--- config.mk ---
export PLATFORM = sky130hd
export DESIGN_NAME = replicated_overwrite_ring_queue_flat
export DESIGN_NICKNAME = d
export VERILOG_FILES = /design/src/hdl/rorq_pkg.sv /design/src/hdl/rorq_if.sv /design/src/hdl/rorq_mem.sv /design/src/hdl/rorq_ptr.sv /design/src/hdl/replicated_overwrite_ring_queue.sv /design/src/flat_wrapper.sv
export SDC_FILE = /design/constraint.sdc
export NUM_CORES = 1
export LEC_CHECK = 0
export BUFFER_PORTS_ARGS = -buffer_cell sky130_fd_sc_hd__buf_2
export CORE_MARGIN = 2
export CORE_UTILIZATION = 35
export CTS_BUF_LIST = sky130_fd_sc_hd__clkbuf_16
export CTS_CLUSTER_SIZE = 10
export DETAILED_ROUTE_END_ITERATION = 12
export SLEW_MARGIN = 30
export SYNTH_ARGS = -nofsm -noshare
export SYNTH_HDL_FRONTEND = slang
export SYNTH_SLANG_ARGS = --single-unit
--- constraint.sdc ---
create_clock -name clk -period 11.8 [get_ports clk]
set_input_delay 0.59 -clock clk [delete_from_list [all_inputs] [get_ports clk]]
set_output_delay 0.59 -clock clk [all_outputs]
set_load 0.01 [all_outputs]
--- src/hdl/rorq_pkg.sv ---
package rorq_pkg;

  localparam int DEF_DEPTH      = 16;
  localparam int DEF_READERS    = 4;
  localparam int DEF_WORD_WIDTH = 32;

  localparam int CMD_W   = 2;
  localparam int INDEX_W = 2;
  localparam int DATA_W  = 32;
  localparam int SIZE_W  = 4;

  typedef enum logic [CMD_W-1:0] {
    CMD_WRITE = 2'd0,
    CMD_READ  = 2'd1,
    CMD_CLEAR = 2'd2,
    CMD_SIZE  = 2'd3
  } cmd_t;

  // Result flags for one beat, held beside the memory read data.
  typedef struct packed {
    logic              read_valid;
    logic [SIZE_W-1:0] queue_size;
    logic              queue_empty;
  } status_t;

endpackage

--- src/hdl/rorq_if.sv ---
interface rorq_req_if;
  logic                          valid;
  logic                          ready;
  rorq_pkg::cmd_t                command;
  logic [rorq_pkg::INDEX_W-1:0]  reader_index;
  logic [rorq_pkg::DATA_W-1:0]   data_word;

  modport source (output valid, command, reader_index, data_word, input ready);
  modport sink   (input valid, command, reader_index, data_word, output ready);
endinterface

interface rorq_rsp_if;
  logic                          valid;
  logic                          ready;
  logic [rorq_pkg::DATA_W-1:0]   read_word;
  logic                          read_valid;
  logic [rorq_pkg::SIZE_W-1:0]   queue_size;
  logic                          queue_empty;

  modport source (output valid, read_word, read_valid, queue_size, queue_empty,
                  input ready);
  modport sink   (input valid, read_word, read_valid, queue_size, queue_empty,
                  output ready);
endinterface

--- src/hdl/rorq_mem.sv ---
module rorq_mem #(
  parameter int DEPTH      = rorq_pkg::DEF_DEPTH,
  parameter int WORD_WIDTH = rorq_pkg::DEF_WORD_WIDTH,
  localparam int AW        = (DEPTH > 1) ? $clog2(DEPTH) : 1
) (
  input  logic                  clk,
  input  logic                  wr_en,
  input  logic [AW-1:0]         wr_addr,
  input  logic [WORD_WIDTH-1:0] wr_data,
  input  logic                  rd_en,
  input  logic [AW-1:0]         rd_addr,
  output logic [WORD_WIDTH-1:0] rd_data
);

  logic [WORD_WIDTH-1:0] slots [DEPTH];

  always_ff @(posedge clk) begin
    if (wr_en) begin
      slots[wr_addr] <= wr_data;
    end
  end

  // Hold read data while the result waits downstream.
  always_ff @(posedge clk) begin
    if (rd_en) begin
      rd_data <= slots[rd_addr];
    end
  end

endmodule

--- src/hdl/rorq_ptr.sv ---
module rorq_ptr #(
  parameter int DEPTH   = rorq_pkg::DEF_DEPTH,
  parameter int READERS = rorq_pkg::DEF_READERS,
  localparam int AW     = (DEPTH > 1) ? $clog2(DEPTH) : 1
) (
  input  logic                         clk,
  input  logic                         rst,
  input  logic                         accept,
  input  rorq_pkg::cmd_t               command,
  input  logic [rorq_pkg::INDEX_W-1:0] reader_index,
  output logic                         wr_en,
  output logic [AW-1:0]                wr_addr,
  output logic [AW-1:0]                rd_addr,
  output rorq_pkg::status_t            status
);
  import rorq_pkg::*;

  localparam int RW = (READERS > 1) ? $clog2(READERS) : 1;
  localparam int SW = (AW > SIZE_W) ? AW : SIZE_W;

  logic [AW-1:0] wp;
  logic [AW-1:0] wp_next;
  logic [AW-1:0] rp      [READERS];
  logic [AW-1:0] rp_next [READERS];

  logic          have;
  logic [RW-1:0] ridx;
  logic [AW-1:0] rp_sel;
  logic [AW-1:0] rp_sel_next;
  logic          read_ok;
  logic [AW-1:0] count;
  logic [SW-1:0] count_wide;

  function automatic logic [AW-1:0] ring_inc(input logic [AW-1:0] p);
    logic [AW-1:0] r;
    if (p == AW'(DEPTH - 1)) begin
      r = '0;
    end else begin
      r = p + AW'(1);
    end
    return r;
  endfunction

  function automatic logic [AW-1:0] ring_count(input logic [AW-1:0] w,
                                               input logic [AW-1:0] r);
    logic [AW:0] d;
    if (w >= r) begin
      d = {1'b0, w} - {1'b0, r};
    end else begin
      d = {1'b0, w} + (AW+1)'(DEPTH) - {1'b0, r};
    end
    return d[AW-1:0];
  endfunction

  assign have    = 32'(reader_index) < READERS;
  assign ridx    = RW'(reader_index);
  assign rp_sel  = have ? rp[ridx] : '0;
  assign read_ok = have && (rp_sel != wp);

  assign wr_en   = accept && (command == CMD_WRITE);
  assign wr_addr = wp;
  assign rd_addr = rp_sel;

  assign wp_next = (command == CMD_WRITE) ? ring_inc(wp) : wp;

  always_comb begin
    for (int k = 0; k < READERS; k++) begin
      rp_next[k] = rp[k];
      case (command)
        CMD_WRITE: begin
          // Drop the oldest word of a reader the writer catches up to.
          if (rp[k] == wp_next) begin
            rp_next[k] = ring_inc(rp[k]);
          end
        end
        CMD_READ: begin
          if (read_ok && (RW'(k) == ridx)) begin
            rp_next[k] = ring_inc(rp[k]);
          end
        end
        CMD_CLEAR: begin
          if (have && (RW'(k) == ridx)) begin
            rp_next[k] = wp;
          end
        end
        default: begin
          rp_next[k] = rp[k];
        end
      endcase
    end
  end

  assign rp_sel_next = have ? rp_next[ridx] : '0;
  assign count       = have ? ring_count(wp_next, rp_sel_next) : '0;
  assign count_wide  = SW'(count);

  always_ff @(posedge clk) begin
    if (rst) begin
      wp <= '0;
      for (int k = 0; k < READERS; k++) begin
        rp[k] <= '0;
      end
    end else if (accept) begin
      wp <= wp_next;
      for (int k = 0; k < READERS; k++) begin
        rp[k] <= rp_next[k];
      end
    end
  end

  always_ff @(posedge clk) begin
    if (accept) begin
      status.read_valid  <= (command == CMD_READ) && read_ok;
      status.queue_size  <= count_wide[SIZE_W-1:0];
      status.queue_empty <= (count == '0);
    end
  end

endmodule

--- src/hdl/replicated_overwrite_ring_queue.sv ---
// Latency: a result beat appears the cycle after its request beat is taken.
// Throughput: one request per cycle; the request side stalls only while a
// result is held by a stalled response side.
// Reset (rst, synchronous): clears the write pointer, all reader pointers and
// the response valid. Slot contents stay undefined; no clearing pass is run.
module replicated_overwrite_ring_queue #(
  parameter int DEPTH      = rorq_pkg::DEF_DEPTH,
  parameter int READERS    = rorq_pkg::DEF_READERS,
  parameter int WORD_WIDTH = rorq_pkg::DEF_WORD_WIDTH
) (
  input  logic       clk,
  input  logic       rst,
  rorq_req_if.sink   req,
  rorq_rsp_if.source rsp
);
  import rorq_pkg::*;

  localparam int AW = (DEPTH > 1) ? $clog2(DEPTH) : 1;

  logic                  accept;
  logic                  out_valid;
  logic                  wr_en;
  logic [AW-1:0]         wr_addr;
  logic [AW-1:0]         rd_addr;
  logic [WORD_WIDTH-1:0] rd_data;
  status_t               status;

  assign req.ready = !out_valid || rsp.ready;
  assign accept    = req.valid && req.ready;

  rorq_ptr #(
    .DEPTH   (DEPTH),
    .READERS (READERS)
  ) u_ptr (
    .clk          (clk),
    .rst          (rst),
    .accept       (accept),
    .command      (req.command),
    .reader_index (req.reader_index),
    .wr_en        (wr_en),
    .wr_addr      (wr_addr),
    .rd_addr      (rd_addr),
    .status       (status)
  );

  rorq_mem #(
    .DEPTH      (DEPTH),
    .WORD_WIDTH (WORD_WIDTH)
  ) u_mem (
    .clk     (clk),
    .wr_en   (wr_en),
    .wr_addr (wr_addr),
    .wr_data (WORD_WIDTH'(req.data_word)),
    .rd_en   (accept),
    .rd_addr (rd_addr),
    .rd_data (rd_data)
  );

  always_ff @(posedge clk) begin
    if (rst) begin
      out_valid <= 1'b0;
    end else if (accept) begin
      out_valid <= 1'b1;
    end else if (rsp.ready) begin
      out_valid <= 1'b0;
    end
  end

  assign rsp.valid       = out_valid;
  assign rsp.read_word   = status.read_valid ? DATA_W'(rd_data) : '0;
  assign rsp.read_valid  = status.read_valid;
  assign rsp.queue_size  = status.queue_size;
  assign rsp.queue_empty = status.queue_empty;

endmodule

--- src/flat_wrapper.sv ---
// flat-port wrapper written by rule: the top's interface ports become plain ports
module replicated_overwrite_ring_queue_flat import rorq_pkg::*;
#(
  parameter int DEPTH      = rorq_pkg::DEF_DEPTH,
  parameter int READERS    = rorq_pkg::DEF_READERS,
  parameter int WORD_WIDTH = rorq_pkg::DEF_WORD_WIDTH
)
  (clk, rst, req_valid, req_command, req_reader_index, req_data_word, req_ready, rsp_valid, rsp_read_word, rsp_read_valid, rsp_queue_size, rsp_queue_empty, rsp_ready);
  rorq_req_if req_i ();
  rorq_rsp_if rsp_i ();
  input  logic clk;
  input  logic rst;
  input wire logic [$bits(req_i.valid)-1:0] req_valid;
  input wire logic [$bits(req_i.command)-1:0] req_command;
  input wire logic [$bits(req_i.reader_index)-1:0] req_reader_index;
  input wire logic [$bits(req_i.data_word)-1:0] req_data_word;
  output wire logic [$bits(req_i.ready)-1:0] req_ready;
  output wire logic [$bits(rsp_i.valid)-1:0] rsp_valid;
  output wire logic [$bits(rsp_i.read_word)-1:0] rsp_read_word;
  output wire logic [$bits(rsp_i.read_valid)-1:0] rsp_read_valid;
  output wire logic [$bits(rsp_i.queue_size)-1:0] rsp_queue_size;
  output wire logic [$bits(rsp_i.queue_empty)-1:0] rsp_queue_empty;
  input wire logic [$bits(rsp_i.ready)-1:0] rsp_ready;
  assign req_i.valid = req_valid;
  assign req_i.command = req_command;
  assign req_i.reader_index = req_reader_index;
  assign req_i.data_word = req_data_word;
  assign req_ready = req_i.ready;
  assign rsp_valid = rsp_i.valid;
  assign rsp_read_word = rsp_i.read_word;
  assign rsp_read_valid = rsp_i.read_valid;
  assign rsp_queue_size = rsp_i.queue_size;
  assign rsp_queue_empty = rsp_i.queue_empty;
  assign rsp_i.ready = rsp_ready;
  replicated_overwrite_ring_queue #(.DEPTH(DEPTH), .READERS(READERS), .WORD_WIDTH(WORD_WIDTH)) u_core (.clk(clk), .rst(rst), .req(req_i), .rsp(rsp_i));
endmodule
==> flow_metrics.py, run 1 <==
metrics = {
    "run_status": {
        "status": "complete, no violations",
    },
    "floorplanning": {
        "chipWidth_um": 266,
        "core_area_sq_mm": 0.0674,
        "pin_count": 80,
        "fp.dieH_um": 266,
        "start_util": 0.355,
        "rows": 95,
        "die_area_sq_mm": 0.0705,
    },
    "logic_synthesis": {
        "ys_seq_area_frac": 0.714,
        "netlist_instances": 1302,
        "synth_top_area_frac": 0.710,
        "yosysMostFrequentCell": "edfxtp_1",
        "synth_largest_area_cell": "edfxtp_1",
        "ys_ff_latch": 571,
        "yosys.cell_types.count": 78,
        "ys.warnings.count": 0,
        "synth_area_leaders": "edfxtp_1 71%, mux4_2 13%, and2_1 1.8%",
        "ys.flop_type": "edfxtp_1",
        "postSynthAreaPerCell_sq_um": 18.4,
        "synth_fp_nets": 1354,
        "synth_common_cells": "566 x edfxtp_1, 133 x mux4_2, 69 x and2_1",
        "async_reset_ff_frac": 0,
        "synth-edff-count": 566,
        "netlist_area_sq_mm": 0.0239,
    },
    "layout": {
        "syn_to_final_growth_pct": 14.4,
        "layout-drive-gt1-share": 0.255,
        "finish.utilization": 0.407,
        "final_area_sq_mm": 0.0274,
        "fin_nets": 1453,
        "fin_cells": 2292,
    },
    "clock_network": {
        "clock_latency_ns": 0.60,
        "hold_buffers": 0,
        "cts_buffers": 69,
        "cts_buffer_depth": 3,
        "cts.sinks": 571,
        "cts_resized": 0,
        "cts_tree": "yes",
        "clk_pin_slew_ns": 0.05,
        "post-cts-setup-buffers": 0,
        "cts_max_level": 3,
        "root_buffer": "clkbuf_16",
    },
    "global_routing": {
        "track_usage": 0.160,
        "grt_pass1_wl_um": 84500,
        "gr-total-overflow": 0,
        "antenna_found_initial": 4,
        "grt_max_degree": 71,
        "first_global_vias": 13200,
    },
    "placed_design": {
        "place_area_sq_mm": 0.0255,
        "place_ws_ns": 6.13,
        "routabilityCongestion": 0.879,
        "dp.cells": 2203,
        "hpwlAfterDp_um": 30100,
        "io_buffers": 79,
    },
    "critical_path": {
        "required_ns": 12.14,
        "cp-start-kind": "flop",
        "critPathMaxFanout": 12,
        "crit_arrival_ns": 5.75,
        "crit_type": "flop to flop",
        "endpoint_kind": "flop",
    },
    "routing": {
        "drt_iter0_markers": 1169,
        "drc": 0,
        "dr.pass1.iters": 7,
        "routedWlPerCell_um": 24.4,
        "ant_nets": 0,
        "via_per_inst": 5.51,
        "num_vias": 12600,
        "wl_um": 56000,
    },
    "pwr": {
        "peakVddDrop_uv": 100,
        "leakage_nw": 8.80,
        "cellPowerDensity_mw_per_mm2": 167,
    },
    "timing": {
        "setup_tns_ns": 0,
        "drv_slew": 0,
        "finalHoldViolations": 0,
        "fin_ws_ns": 6.39,
        "worst_slew_pin_slew_ns": 0.942,
        "setup_viol": 0,
        "fin_crit_ns": 5.41,
        "rsz0062_at_grt": "no",
        "clock_skew_ns": 0.0167,
        "fmaxAchievable_mhz": 185,
        "finalCritPeriodShare": 0.459,
        "slew_headroom": 0.366,
    },
    "hold_path": {
        "hold_path.class": "input port to flop",
    },
    "flow_run": {
        "drv_cap": 0,
    },
}
layer usage:
layer / vias to the layer above / wire [um] / part of all wire / global-route usage
met3: 89 / 2720 / 0.049 / 0.0289
met1: 6697 / 24500 / 0.44 / 0.216
met4: 4 / 1190 / 0.021 / 0.0436
li1: 5476 / - / - / -
met2: 363 / 27500 / 0.49 / 0.268
met5: - / 23 / 0.00041 / 0
cell families after synthesis:
family                   Yosys count  synth area share
flip-flops                       571             0.714
adder cells (fa/ha/maj)           12           0.00658
AO/OA/AOI/OAI                    189            0.0559
multiplexers                     178             0.144
AND/OR/NAND/NOR                  228            0.0512
buffers and inverters            101            0.0178
XOR/XNOR                          23            0.0102
worst paths after layout:
kind	slack, ns	cells after the start	from	to
worst max-delay path	6.39	16	u_core.u_ptr.wr_addr[1]	u_core.u_ptr.status[0]
worst min-delay path	0.24	3	req_valid	u_core.rsp.valid
worst max register to register	6.39	16	u_core.u_ptr.wr_addr[1]	u_core.u_ptr.status[0]
worst min register to register	0.52	2	u_core.rsp.valid	u_core.rsp.valid
area by class of cell:
type	count	area, sq um
fill	5945	40000
sequential	571	17100
multi-input combinational	630	6560
clock buffer	71	1780
tap	873	1090
timing repair buffer	106	651
clock inverter	17	141
inverter	23	86.3
antenna	1	2.50
worst max-delay path, cell delays in order (launching register included):
cell and delay (ns):
dfxtp_1 0.70, inv_1 0.29, ha_1 0.35, or3b_1 0.38, and2_1 0.32, xnor2_1 0.23
a2111oi_4 0.52, a21oi_2 0.15, mux2_4 0.33, o211ai_2 0.16, or3b_1 0.37, ha_1 0.24
fa_1 0.44, xnor2_1 0.20, or3_1 0.15, nor2_1 0.04, mux2_1 0.29
metrics by stage:
step / hold slack (ns) / total power [mW]
after floorplan: 0.600 / 2.62
after global placement: 0.504 / 2.76
after detailed placement: 0.515 / 2.77
after CTS: 0.215 / 4.62
after global routing: 0.245 / 4.73
final: 0.245 / 4.57
placed cells by master (no fill, tap or decap), types with 5 or more instances in the layout:
cell type / netlist / final
buf_4: 1 / 22
nor4_1: 5 / 5
nand2_1: 42 / 42
mux4_2: 133 / 130
edfxtp_1: 566 / 566
a31oi_1: 8 / 8
nand4_1: 5 / 5
ha_1: 11 / 11
nor2_1: 52 / 40
inv_1: 22 / 28
a21oi_1: 54 / 53
o211ai_1: 7 / 7
nand3_1: 9 / 9
dfxtp_1: 5 / 5
a211oi_1: 42 / 42
nor2_4: 0 / 12
o21ai_0: 25 / 25
o21a_1: 5 / 5
clkbuf_16: 0 / 71
buf_2: 22 / 79
nor3_1: 11 / 7
and2_1: 69 / 69
nor2b_1: 5 / 5
mux2i_1: 39 / 39
xnor2_1: 15 / 15
sequential cells by signal (all words and copies together), names as in the netlist:
signal	cells
u_core.u_mem.slots	512
u_core.u_mem.rd_data	32
u_core.u_ptr.rp	16
u_core.u_ptr.status	6
u_core.u_ptr.wr_addr	4
u_core.rsp.valid	1
where the power goes:
| group | switching (mW) | total, mW | internal, mW |
|---|---|---|---|
| logic | 0.243 | 0.428 | 0.185 |
| registers | 0.0218 | 2.29 | 2.27 |
| clock network | 0.778 | 1.85 | 1.07 |
| total | 1.04 | 4.57 | 3.53 |
(Power assumes the default switching activity.)
==> run 2: changes to the inputs <==
clock period = 5.49 ns   (was 11.8 ns; I/O delays follow)
==> flow_metrics.py, run 2 (synthesis results as in run 1) <==
metrics = {
    "timing": {
        "setup_viol": 0,
        "fmaxAchievable_mhz": 210,
        "finalHoldViolations": 0,
        "clock_skew_ns": 0.0286,
        "fin_ws_ns": 0.720,
        "rsz0062_at_grt": "no",
        "fin_crit_ns": 4.77,
        "setup_tns_ns": 0,
        "slew_headroom": 0.380,
        "finalCritPeriodShare": 0.869,
        "drv_slew": 0,
        "worst_slew_pin_slew_ns": 0.930,
    },
    "pwr": {
        "leakage_nw": 8.96,
        "peakVddDrop_uv": 243,
        "cellPowerDensity_mw_per_mm2": 361,
    },
    "layout": {
        "largest_registers": "u_core.u_mem.slots (512), u_core.u_mem.rd_data (32), u_core.u_ptr.rp (16)",
        "largest_reg_flops": 512,
        "top_register": "u_core.u_mem.slots",
        "syn_to_final_growth_pct": 15.4,
        "layout-drive-gt1-share": 0.265,
        "final_cell_mix": "566 x edfxtp_1, 130 x mux4_2, 79 x buf_2",
        "mostFrequentLayoutCell": "edfxtp_1",
        "fin_nets": 1476,
        "fin_cells": 2322,
    },
    "routing": {
        "routedWlPerCell_um": 24.8,
        "ant_nets": 0,
        "drt_iter0_markers": 1180,
        "drc": 0,
        "num_vias": 12700,
        "dr.pass1.iters": 6,
        "via_per_inst": 5.47,
        "wl_um": 57600,
    },
    "floorplanning": {
        "fp.dieH_um": 266,
        "rows": 95,
        "die_area_sq_mm": 0.0705,
        "start_util": 0.355,
        "core_area_sq_mm": 0.0674,
        "chipWidth_um": 266,
        "pin_count": 80,
    },
    "critical_path": {
        "endpoint_kind": "flop",
        "rr_endpoint": "u_core.u_ptr.status[0]",
        "critPathMaxFanout": 8,
        "rr_startpoint": "u_core.u_ptr.wr_addr[2]",
        "rr_worst_depth": 14,
        "crit_chain": "or3b_4 > o211ai_1 > nand4_1 > o41ai_4 > mux2_1 > o21ai_1 > o22ai_1 > or3b_1 > ha_1 > fa_1 > xnor2_1 > or3_1 > nor2_1 > mux2_1",
        "required_ns": 5.84,
        "crit_path_frequent_cell": "mux2_1",
        "cp-start-kind": "flop",
        "crit_type": "flop to flop",
        "crit_slowest_cell": "dfxtp_1",
        "critPathMaxStageDelay_ns": 0.60,
        "r2r_slack_ns": 0.72,
        "crit_arrival_ns": 5.12,
    },
    "clock_network": {
        "cts_max_level": 3,
        "cts_buffers": 69,
        "clk_pin_slew_ns": 0.05,
        "root_buffer": "clkbuf_16",
        "cts_buffer_depth": 3,
        "cts.sinks": 571,
        "post-cts-setup-buffers": 0,
        "cts_tree": "yes",
        "clock_latency_ns": 0.61,
    },
    "placed_design": {
        "routabilityCongestion": 0.895,
        "dp.cells": 2223,
        "hpwlAfterDp_um": 33100,
        "io_buffers": 79,
        "place_ws_ns": 0.711,
    },
    "run_status": {
        "status": "complete, no violations",
    },
    "global_routing": {
        "first_global_vias": 13300,
        "track_usage": 0.164,
        "gr-total-overflow": 0,
        "grt_pass1_wl_um": 85400,
        "grt_max_degree": 129,
        "antenna_found_initial": 6,
    },
    "flow_run": {
        "drv_cap": 0,
    },
    "hold_path": {
        "hold_path.class": "input port to flop",
        "min_to": "u_core.u_mem.slots[5][23]",
        "min_from": "req_data_word[23]",
        "holdPathStages": 1,
    },
}
==> run 2: cell types whose count changed in the layout (fill, tap and decap cells not counted), sizes merged <==
cell / previous run / this run
buf: 106 / 126
bufinv: 0 / 2
clkinv: 8 / 7
diode: 1 / 2
dlygate4sd3: 0 / 3
inv: 31 / 36
==> run 2: final cells by class <==
class | count | area (sq um)
clock inverter | 23 | 224
fill | 5925 | 39800
tap | 873 | 1090
inverter | 23 | 86.3
antenna | 2 | 5.00
clock buffer | 71 | 1780
sequential | 571 | 17100
multi-input combinational | 630 | 6550
timing repair buffer | 129 | 798
==> run 2: worst max path at each step <==
stage | startpoint | endpoint | slack, ns | cells past startpoint
final | u_core.u_ptr.wr_addr[2] | u_core.u_ptr.status[0] | 0.72 | 14
after global routing | u_core.u_ptr.wr_addr[1] | u_core.u_ptr.status[0] | 0.37 | 16
after CTS | u_core.u_ptr.wr_addr[2] | u_core.u_ptr.status[0] | 0.74 | 14
after detailed placement | req_reader_index[0] | u_core.u_ptr.status[0] | 0.71 | 16
after global placement | req_reader_index[0] | u_core.u_ptr.status[0] | 0.75 | 16
after floorplan | u_core.u_ptr.wr_addr[0] | u_core.u_ptr.status[0] | 0.93 | 18
==> run 2: routing by layer <==
layer / vias up / global-route usage / routed length [um]
met5: - / 0 / 19
met4: 4 / 0.0550 / 1620
met3: 105 / 0.0284 / 3030
met2: 402 / 0.269 / 28100
met1: 6666 / 0.221 / 24800
li1: 5534 / - / -
==> run 2: power breakdown <==
| part | internal [mW] | switching (mW) |
|---|---|---|
| Sequential | 4.88 | 0.0420 |
| Combinational | 0.406 | 0.533 |
| Clock | 2.41 | 1.70 |
| Total | 7.70 | 2.27 |
==> run 2: repair_timing <==
action / in CTS / in global routing
endpoints found under the hold margin: 5 / 0
resized for setup: 0 / 0
hold buffers: 3 / 0
==> run 2: critical path, delay by kind of cell (launching register included) <==
kind	cells	cell delay [ns]
flops	1	0.60
fa+ha+maj	2	0.69
mux	2	0.68
compound gates	4	1.05
simple gates	5	1.30
xor+xnor	1	0.20
==> run 2: metrics by stage <==
step                      area (sq um)  power (mW)   util  hold slack [ns]
after floorplan                  23900        5.64      -            0.344
after global placement           25600        5.95  0.380            0.511
after detailed placement         25600        5.96  0.380            0.515
after CTS                        27600        10.1  0.410          0.00661
after global routing             27600        10.3  0.410           0.0328
final                            27600        9.97  0.410           0.0371
